**src/pip_pkg.sv**
```systemverilog
package pip_pkg;

	localparam int FIELD_WIDTH = 16;
	localparam int COORD_WIDTH = 16;
	localparam int EXT_WIDTH   = (COORD_WIDTH > FIELD_WIDTH) ? COORD_WIDTH : FIELD_WIDTH;
	localparam int DIFF_WIDTH  = COORD_WIDTH + 1;
	localparam int PROD_WIDTH  = 2 * DIFF_WIDTH;
	localparam int SUM_WIDTH   = PROD_WIDTH + 1;

	localparam logic [1:0] VERDICT_OUT = 2'd0;
	localparam logic [1:0] VERDICT_ON  = 2'd1;
	localparam logic [1:0] VERDICT_IN  = 2'd2;

	typedef logic [FIELD_WIDTH-1:0]        field_t;
	typedef logic signed [COORD_WIDTH-1:0] coord_t;
	typedef logic signed [DIFF_WIDTH-1:0]  diff_t;
	typedef logic signed [PROD_WIDTH-1:0]  prod_t;
	typedef logic signed [SUM_WIDTH-1:0]   sum_t;

	// edge ends relative to the query point, lower end first
	typedef struct packed {
		diff_t ax;
		diff_t ay;
		diff_t bx;
		diff_t by;
	} edge_t;

	// partial products of cross and dot product, plus the span flags
	typedef struct packed {
		prod_t axby;
		prod_t aybx;
		prod_t axbx;
		prod_t ayby;
		logic  low_le0;
		logic  up_gt0;
	} prods_t;

	typedef struct packed {
		logic toggle;
		logic touch;
	} hit_t;

	// low COORD_WIDTH bits of a field, read as a signed coordinate
	function automatic coord_t to_coord(input field_t f);
		logic [EXT_WIDTH-1:0] t;
		t = EXT_WIDTH'(f);
		return coord_t'(t[COORD_WIDTH-1:0]);
	endfunction

endpackage

```
**src/pip_edge_order.sv**
```systemverilog
module pip_edge_order (
	input  pip_pkg::coord_t ux,
	input  pip_pkg::coord_t uy,
	input  pip_pkg::coord_t vx,
	input  pip_pkg::coord_t vy,
	input  pip_pkg::coord_t px,
	input  pip_pkg::coord_t py,
	output pip_pkg::edge_t  edge_o
);

	pip_pkg::diff_t rux, ruy, rvx, rvy;

	always_comb begin
		rux = pip_pkg::diff_t'(ux) - pip_pkg::diff_t'(px);
		ruy = pip_pkg::diff_t'(uy) - pip_pkg::diff_t'(py);
		rvx = pip_pkg::diff_t'(vx) - pip_pkg::diff_t'(px);
		rvy = pip_pkg::diff_t'(vy) - pip_pkg::diff_t'(py);
		// put the end with the smaller y first
		if (ruy > rvy) begin
			edge_o = '{ax: rvx, ay: rvy, bx: rux, by: ruy};
		end else begin
			edge_o = '{ax: rux, ay: ruy, bx: rvx, by: rvy};
		end
	end

endmodule

```
**config.mk**
```make
export PLATFORM = sky130hd
export DESIGN_NAME = pip_edge_order
export DESIGN_NICKNAME = d
export VERILOG_FILES = /design/src/pip_pkg.sv /design/src/pip_edge_order.sv
export SDC_FILE = /design/constraint.sdc
export NUM_CORES = 1
export LEC_CHECK = 0
export ABC_AREA = 1
export BUFFER_PORTS_ARGS = -buffer_cell sky130_fd_sc_hd__buf_2
export CORE_MARGIN = 2
export CORE_UTILIZATION = 45
export DETAILED_ROUTE_END_ITERATION = 10
export GPL_ROUTABILITY_DRIVEN = 0
export PLACE_DENSITY = 0.75
export SYNTH_ARGS = -nofsm -noshare
export SYNTH_HDL_FRONTEND = slang
export SYNTH_SLANG_ARGS = --single-unit
```
**constraint.sdc**
```tcl
create_clock -name vclk -period 7.55
set_input_delay 0.755 -clock vclk [all_inputs]
set_output_delay 0.755 -clock vclk [all_outputs]
set_load 0.03 [all_outputs]
```
==> impl_metrics.py, run 1 <==
metrics = {
    "setup_path": {
        "cp.required_ns": 6.80,
        "end_kind": "output port",
        "worst-path-buf-inv": 6,
        "cp_cell_sequence": "buf_2, inv_1, ha_1, fa_1, inv_1, nand3_1, nand3_1, nand2_1, nand3_1, xor2_1, inv_1, ha_1, nand2_1, nor2_2, inv_1, nor2_2, nand3_2, nand3_2, nand2_2, nand2_2, nand2_1, nand2_1, buf_2",
        "crit_arrival_ns": 4.76,
        "crit_path_start_kind": "input port",
        "startpoint": "vy[0]",
        "criticalPathCategory": "in2out",
        "endpoint": "edge_o[2]",
        "crit_fanout": 66,
        "critPathSlowestCell": "nand2_2",
        "cp.depth": 23,
        "slowest_delay_ns": 0.86,
        "crit_family": "simple AND/OR/NAND/NOR gates",
    },
    "global_routing": {
        "grt.overflow.total": 0,
        "grt_pass1_wl_mm": 29.1,
        "grtUsageTotal_pct": 25.8,
        "grt_pass1_vias": 6352,
        "grt_max_degree": 67,
        "antenna_found_initial": 0,
    },
    "finish": {
        "final_common_cell": "nand2_1",
        "drive_above_1_share_pct": 13.6,
        "syn2layout_area_growth_pct": 15.7,
        "clkbuf_count": 0,
        "final_cell_mix": "nand2_1, inv_1, buf_2, nand3_1, ha_1",
        "final_util_pct": 53.1,
        "n_antenna_cell": 0,
        "design.seq.count": 0,
        "nets": 1507,
        "regArea_um2": 0,
    },
    "placement": {
        "dpl.hpwl_mm": 15.5,
        "portBuffers": 164,
        "dp_slack_ns": 2.13,
    },
    "floorplan": {
        "die_area_um2": 13700,
        "die_height_um": 117,
        "die_w_um": 117,
        "core_region_area_um2": 12500,
        "ios": 164,
        "initial_core_util_pct": 45.9,
        "num_rows": 41,
    },
    "logic_synthesis": {
        "synth_cell_types": 27,
        "synthesis.nets": 1360,
        "synth_top_area_share_pct": 34.8,
        "yosys_warnings": 0,
        "syn_area_um2": 5740,
        "yosys-top-cells-area": "nand2_1, ha_1, inv_1, nand3_1, nor2_1",
        "synth_area_leader_cell": "nand2_1",
        "ys_seq_area_share_pct": 0,
        "syn_inst": 1179,
        "avgSynthCellArea_um2": 4.87,
    },
    "clocking": {
        "cts_resized": 0,
        "post_cts_buffers": 0,
        "cts_hold_buf": 0,
    },
    "timing": {
        "worst_pin_slew_ns": 1.19,
        "tns_ns": 0,
        "hold_violations": 0,
        "worst_hold_slack_ns": 2.05,
        "clock.fmax_mhz": 181,
        "period_share_pct": 73.1,
        "finalSetupViolations": 0,
        "rsz0062_at_grt": "false",
        "maxSlewViolCount": 0,
        "fin_crit_ns": 5.52,
        "slew_headroom_pct": 20.2,
        "setup_ws_ns": 2.03,
    },
    "power_and_ir_drop": {
        "combPwrFrac_pct": 100.0,
        "switching_power_mw": 1.08,
        "power.share.clock_pct": 0,
        "p_leak_nw": 4.72,
        "seqPwrFrac_pct": 0,
        "irDropWorstVdd_v": 0.000183,
        "power_density_nw_per_um2": 227,
        "swShare_pct": 71.6,
        "internal_power_mw": 0.429,
    },
    "drt": {
        "route.detailed.drc": 0,
        "firstDrtPassIters": 8,
        "drtIter0Drc": 582,
        "viasPerCell": 4.92,
        "wl_per_cell_um": 11.9,
        "ant_nets": 0,
        "vias": 7358,
        "wl_mm": 17.9,
    },
    "hold_path": {
        "min_path_type": "in2out",
    },
    "run_status": {
        "outcome": "completed",
    },
    "run": {
        "max_cap_viol_count": 0,
    },
}
==> synth_stat cells, drive strengths merged <==
master and n:
a21o 1, nand3 131, or2 4, nor2 55
xnor2 9, nand2 535, and2 8, xor2 19
clkbuf 1, o21bai 1, nand4 11, a21oi 39
o21ai 1, nor3 9, inv 247, fa 4
nand3b 3, buf 20, ha 81
==> cell type report <==
class              instances  area (µm²)
fillers                 1422        5870
inverters                247         927
multi-input cells        911        4670
well taps                172         215
repair buffers           166         836
==> kinds of logic (layout without fill, tap and decap cells) <==
kind of cell / after synthesis / count (layout) / share of synthesized area (%)
AND/OR/NAND/NOR: 756 / 756 / 54.1
XOR/XNOR: 28 / 28 / 4.27
AO/OA/AOI/OAI: 42 / 42 / 3.81
adder cells (fa/ha/maj): 85 / 85 / 19.0
buffers and inverters: 268 / 413 / 18.7
==> per-stage QoR <==
stage	cells	area, µm²	total power [mW]
2_1_floorplan	1179	5740	1.15
3_3_place_gp	1496	6640	1.48
3_5_place_dp	1496	6640	1.50
4_1_cts	1496	6640	1.50
5_1_grt	1496	6640	1.66
6_report	1496	6640	1.51
==> power groups by stage <==
stage	logic [mW]	registers [mW]	clock network, mW
floorplan	1.15	0	0
global placement	1.48	0	0
detailed placement	1.50	0	0
CTS	1.50	0	0
global route	1.66	0	0
finish	1.51	0	0
==> routing by layer <==
layer	up-vias	share of wire, %	GRT usage (%)
met3	34	7.4	1.34
met5	-	0	0
li1	3871	-	-
met2	285	44	44.0
met1	3168	47	35.8
met4	0	2.3	6.27
==> how the worst min path moves through the flow <==
stage	startpoint	end	slack (ns)	depth (start not counted)
floorplan	px[0]	edge_o[51]	1.87	4
detailed placement	px[0]	edge_o[17]	2.04	6
global placement	px[0]	edge_o[17]	2.04	6
finish	px[0]	edge_o[17]	2.05	6
CTS	px[0]	edge_o[17]	2.04	6
global route	px[0]	edge_o[17]	2.08	6
Power figures use the tool's default switching activity.
==> inputs of run 2 (changes only) <==
ABC_AREA = 0   (was 1)
PLACE_DENSITY = 0.77   (was 0.75)
clock period = 5.77 ns   (was 7.55 ns; I/O delays follow)
==> run 2 against run 1 <==
Compared with the run above: combinational power grew 21%; global-route usage shrank 1.3 points; non-clock buffer count grew 14; sequential cell count is the same; die area shrank 15%; area after synthesis shrank 15%; worst setup slack lost 1.8 ns; synthesized cell count shrank 44%; count of clock-buffer cells in the layout is the same; largest cell class unchanged; largest power group unchanged.
==> impl_metrics.py, run 2 <==
metrics = {
    "run_status": {
        "outcome": "completed",
    },
    "setup_path": {
        "end_kind": "output port",
        "cp_cell_sequence": "buf_2, inv_1, ha_1, fa_1, nor2b_1, o31a_1, a41oi_2, o41ai_1, xnor2_1, inv_1, ha_1, a21o_1, a211o_1, a221oi_4, a21o_4, nand2_2, buf_4, o31ai_1, buf_2",
        "cp.required_ns": 5.19,
        "criticalPathCategory": "in2out",
        "crit_family": "compound AO/OA/AOI/OAI gates",
        "crit_fanout": 12,
        "critPathSlowestCell": "o41ai_1",
        "crit_path_start_kind": "input port",
        "slowest_delay_ns": 0.57,
        "worst-path-buf-inv": 5,
        "crit_arrival_ns": 4.94,
    },
    "placement": {
        "portBuffers": 164,
        "placed_cells": 949,
        "dp_slack_ns": -0.0170,
        "dpl.hpwl_mm": 12.6,
    },
    "logic_synthesis": {
        "synth_top_area_share_pct": 20.8,
        "syn_inst": 656,
        "ys_seq_area_share_pct": 0,
        "synth_cell_types": 78,
        "synth.most_common_cell": "ha_1",
        "yosys_warnings": 0,
        "ys_top_cells_by_count": "ha_1, inv_1, a21oi_1",
        "yosys-top-cells-area": "ha_1, mux2i_1, mux2_4, a21oi_1, inv_1",
        "avgSynthCellArea_um2": 7.41,
        "syn_area_um2": 4860,
        "synthesis.nets": 837,
        "synth_area_leader_cell": "ha_1",
    },
    "drt": {
        "wl_mm": 15.3,
        "firstDrtPassIters": 5,
        "drtIter0Drc": 373,
        "viasPerCell": 5.86,
        "route.detailed.drc": 0,
        "wl_per_cell_um": 16.0,
        "vias": 5602,
        "ant_nets": 0,
    },
    "floorplan": {
        "core_region_area_um2": 10400,
        "die_w_um": 108,
        "die_area_um2": 11700,
        "initial_core_util_pct": 46.7,
        "die_height_um": 108,
        "num_rows": 37,
        "ios": 164,
    },
    "power_and_ir_drop": {
        "finalPower_mw": 1.82,
        "irDropWorstVdd_v": 0.000219,
        "p_leak_nw": 3.12,
        "power_density_nw_per_um2": 308,
    },
    "finish": {
        "final_cell_mix": "buf_2, ha_1, inv_1, a21oi_1, nand2_1",
        "syn2layout_area_growth_pct": 21.5,
        "nets": 1003,
        "regArea_um2": 0,
        "layout.cells.non_filler": 956,
        "final_common_cell": "buf_2",
        "n_antenna_cell": 0,
        "clkbuf_count": 0,
        "drive_above_1_share_pct": 27.8,
        "design.seq.count": 0,
    },
    "global_routing": {
        "grt_pass1_vias": 5103,
        "grt.overflow.total": 0,
        "use_met2_pct": 42.8,
        "grtUsageMet3_pct": 1.93,
        "antenna_found_initial": 0,
        "top_usage_layer": "met2",
        "grtUsageMet1_pct": 33.7,
        "grtUsageTotal_pct": 24.5,
        "grt_max_degree": 19,
        "grt_pass1_wl_mm": 23.7,
    },
    "hold_path": {
        "min_path_type": "in2out",
    },
    "timing": {
        "clock.fmax_mhz": 181,
        "worst_hold_slack_ns": 1.63,
        "slew_headroom_pct": 61.5,
        "tns_ns": 0,
        "hold_violations": 0,
        "finalSetupViolations": 0,
        "fin_crit_ns": 5.51,
        "period_share_pct": 95.6,
        "worst_pin_slew_ns": 0.573,
        "rsz0062_at_grt": "false",
        "maxSlewViolCount": 0,
        "setup_ws_ns": 0.256,
    },
    "run": {
        "max_cap_viol_count": 0,
    },
    "clocking": {
        "cts_hold_buf": 0,
    },
}
==> run 2: final timing paths <==
check / startpoint / end / slack, ns / depth (start not counted)
max: uy[0] / edge_o[66] / 0.26 / 19
min: py[0] / edge_o[0] / 1.63 / 4
==> run 2: cell type report <==
cell class         count  area (µm²)
fillers             1009        4510
inverters             73         274
multi-input cells    567        4500
well taps            136         170
repair buffers       180         966
==> run 2: metrics by stage <==
stage / instance area [µm²] / utilization, %
6_report: 5910 / 56.7
5_1_grt: 5910 / 56.7
4_1_cts: 5830 / 56.0
3_5_place_dp: 5820 / 55.9
3_3_place_gp: 5820 / 55.9
2_1_floorplan: 4860 / -
==> run 2: power breakdown <==
group | internal [mW] | switching, mW
Sequential | 0 | 0
Clock | 0 | 0
Combinational | 0.684 | 1.14
==> run 2: logic make-up (layout without fill, tap and decap cells) <==
kind of cell / count (synthesis) / count (layout) / synth area share [%]
compound gates: 209 / 209 / 29.3
simple gates: 173 / 174 / 18.8
buf+inv: 90 / 253 / 7.82
fa+ha+maj: 85 / 85 / 22.5
mux: 61 / 61 / 14.8
xor+xnor: 38 / 38 / 6.84
==> run 2: what timing repair did <==
item                                   in CTS  in global routing
setup buffers                               0                  6
setup endpoints to repair                   6                 63
endpoints found under the hold margin       0                  0
cloned                                      1                  0
resized for setup                           0                  1
pin swaps                                   1                  2
==> run 2: layer usage <==
layer | vias up | share of wire (%)
li1 | 2775 | -
met1 | 2550 | 46
met2 | 261 | 46
met3 | 16 | 7.3
met4 | 0 | 1.2
met5 | - | 0
==> inputs of run 3 (changes only) <==
ABC_AREA = 1   (was 0)
PLACE_DENSITY = 0.75   (was 0.77)
==> run 3 against run 2 <==
Compared with the run above: worst setup slack gained 0.73 ns; cell count increased by 57%; wire length rose by 14%; largest cell class unchanged; power rose by 9.0%; maximum frequency rose by 15%; global-route usage increased by 0.17 points; count of clock-buffer cells in the layout unchanged; sequential cell count unchanged.
==> impl_metrics.py, run 3 (same netlist as run 1, synthesis figures left out) <==
metrics = {
    "run_status": {
        "outcome": "completed",
    },
    "floorplan": {
        "ios": 164,
        "die_area_um2": 13700,
        "core_region_area_um2": 12500,
        "num_rows": 41,
        "die_w_um": 117,
        "initial_core_util_pct": 45.9,
        "die_height_um": 117,
    },
    "setup_path": {
        "cp.required_ns": 5.19,
        "end_kind": "output port",
        "crit_arrival_ns": 4.21,
        "crit_fanout": 66,
        "crit_path_start_kind": "input port",
        "criticalPathCategory": "in2out",
    },
    "finish": {
        "syn2layout_area_growth_pct": 16.2,
        "clkbuf_count": 0,
        "design.seq.count": 0,
        "regArea_um2": 0,
        "final_common_cell": "nand2_1",
        "nets": 1509,
        "layout.cells.non_filler": 1498,
        "drive_above_1_share_pct": 13.7,
        "final_cell_mix": "nand2_1, inv_1, buf_2, nand3_1, ha_1",
        "n_antenna_cell": 0,
    },
    "run": {
        "max_cap_viol_count": 0,
    },
    "global_routing": {
        "grt.overflow.total": 0,
        "grtUsageTotal_pct": 24.7,
        "antenna_found_initial": 0,
        "grt_pass1_vias": 6072,
        "grt_pass1_wl_mm": 27.8,
        "grt_max_degree": 67,
    },
    "timing": {
        "finalSetupViolations": 0,
        "period_share_pct": 83.0,
        "fin_crit_ns": 4.79,
        "rsz0062_at_grt": "false",
        "worst_hold_slack_ns": 1.68,
        "tns_ns": 0,
        "hold_violations": 0,
        "clock.fmax_mhz": 209,
        "worst_pin_slew_ns": 0.675,
        "slew_headroom_pct": 55.0,
        "maxSlewViolCount": 0,
    },
    "drt": {
        "vias": 7249,
        "wl_mm": 17.4,
        "route.detailed.drc": 0,
        "drtIter0Drc": 530,
        "firstDrtPassIters": 5,
        "viasPerCell": 4.84,
        "ant_nets": 0,
        "wl_per_cell_um": 11.6,
    },
    "clocking": {
        "cts_hold_buf": 0,
        "post_cts_buffers": 0,
        "cts_resized": 0,
    },
    "power_and_ir_drop": {
        "p_leak_nw": 4.74,
        "power_density_nw_per_um2": 297,
        "irDropWorstVdd_v": 0.000227,
    },
    "hold_path": {
        "min_path_type": "in2out",
        "min_path_cells": 6,
    },
    "placement": {
        "placed_cells": 1498,
        "portBuffers": 164,
        "dpl.hpwl_mm": 15.2,
    },
}
==> run 3: path summary, 6_finish.rpt <==
path	endpoint	startpoint	slack, ns
min	edge_o[51]	px[0]	1.68
max	edge_o[7]	vy[0]	0.98
==> run 3: stage by stage <==
stage               utilization, %  total power [mW]  cell area, µm²  setup slack (ns)
finish                        53.3              1.98            6670             0.983
global route                  53.3              2.17            6670             0.610
CTS                           53.3              1.97            6670              1.01
detailed placement            53.3              1.97            6670              1.02
global placement              53.3              1.95            6670              1.07
floorplan                        -              1.50            5740              1.80
==> run 3: power by group <==
group	internal, mW	leakage (nW)	switching (mW)
clock	0	0	0
sequential	0	0	0
combinational	0.570	4.74	1.41
total	0.570	4.74	1.41
==> run 3: routing by layer <==
layer  vias to the layer above  GRT usage, %  wire length, µm
li1                       3871             -                -
met3                        27         0.824             1190
met5                         -             0                0
met2                       265          42.5             7670
met1                      3086          35.3             8330
met4                         0          3.22              252
==> run 3: layout make-up <==
| class | instances | area (µm²) |
|---|---|---|
| tap | 172 | 215 |
| timing repair buffer | 168 | 863 |
| multi-input combinational | 911 | 4670 |
| fill | 1409 | 5850 |
| inverter | 247 | 927 |
==> run 3: worst max-delay path, cell delays in order <==
cell and delay (ns):
buf_2 0.07, inv_1 0.03, ha_1 0.23, fa_1 0.41
inv_1 0.11, nand3_1 0.07, nand3_1 0.15, nand2_1 0.07
nand3_1 0.10, nand2_1 0.08, nand2_1 0.06, nand2_1 0.05
nand2_1 0.09, inv_1 0.05, ha_1 0.32, nand2_1 0.13
inv_2 0.04, nand2_1 0.05, nand2_1 0.05, a21oi_2 0.18
nand3_2 0.14, nand2_2 0.09, buf_4 0.55, nand3_1 0.17
nand2_1 0.13, buf_2 0.20
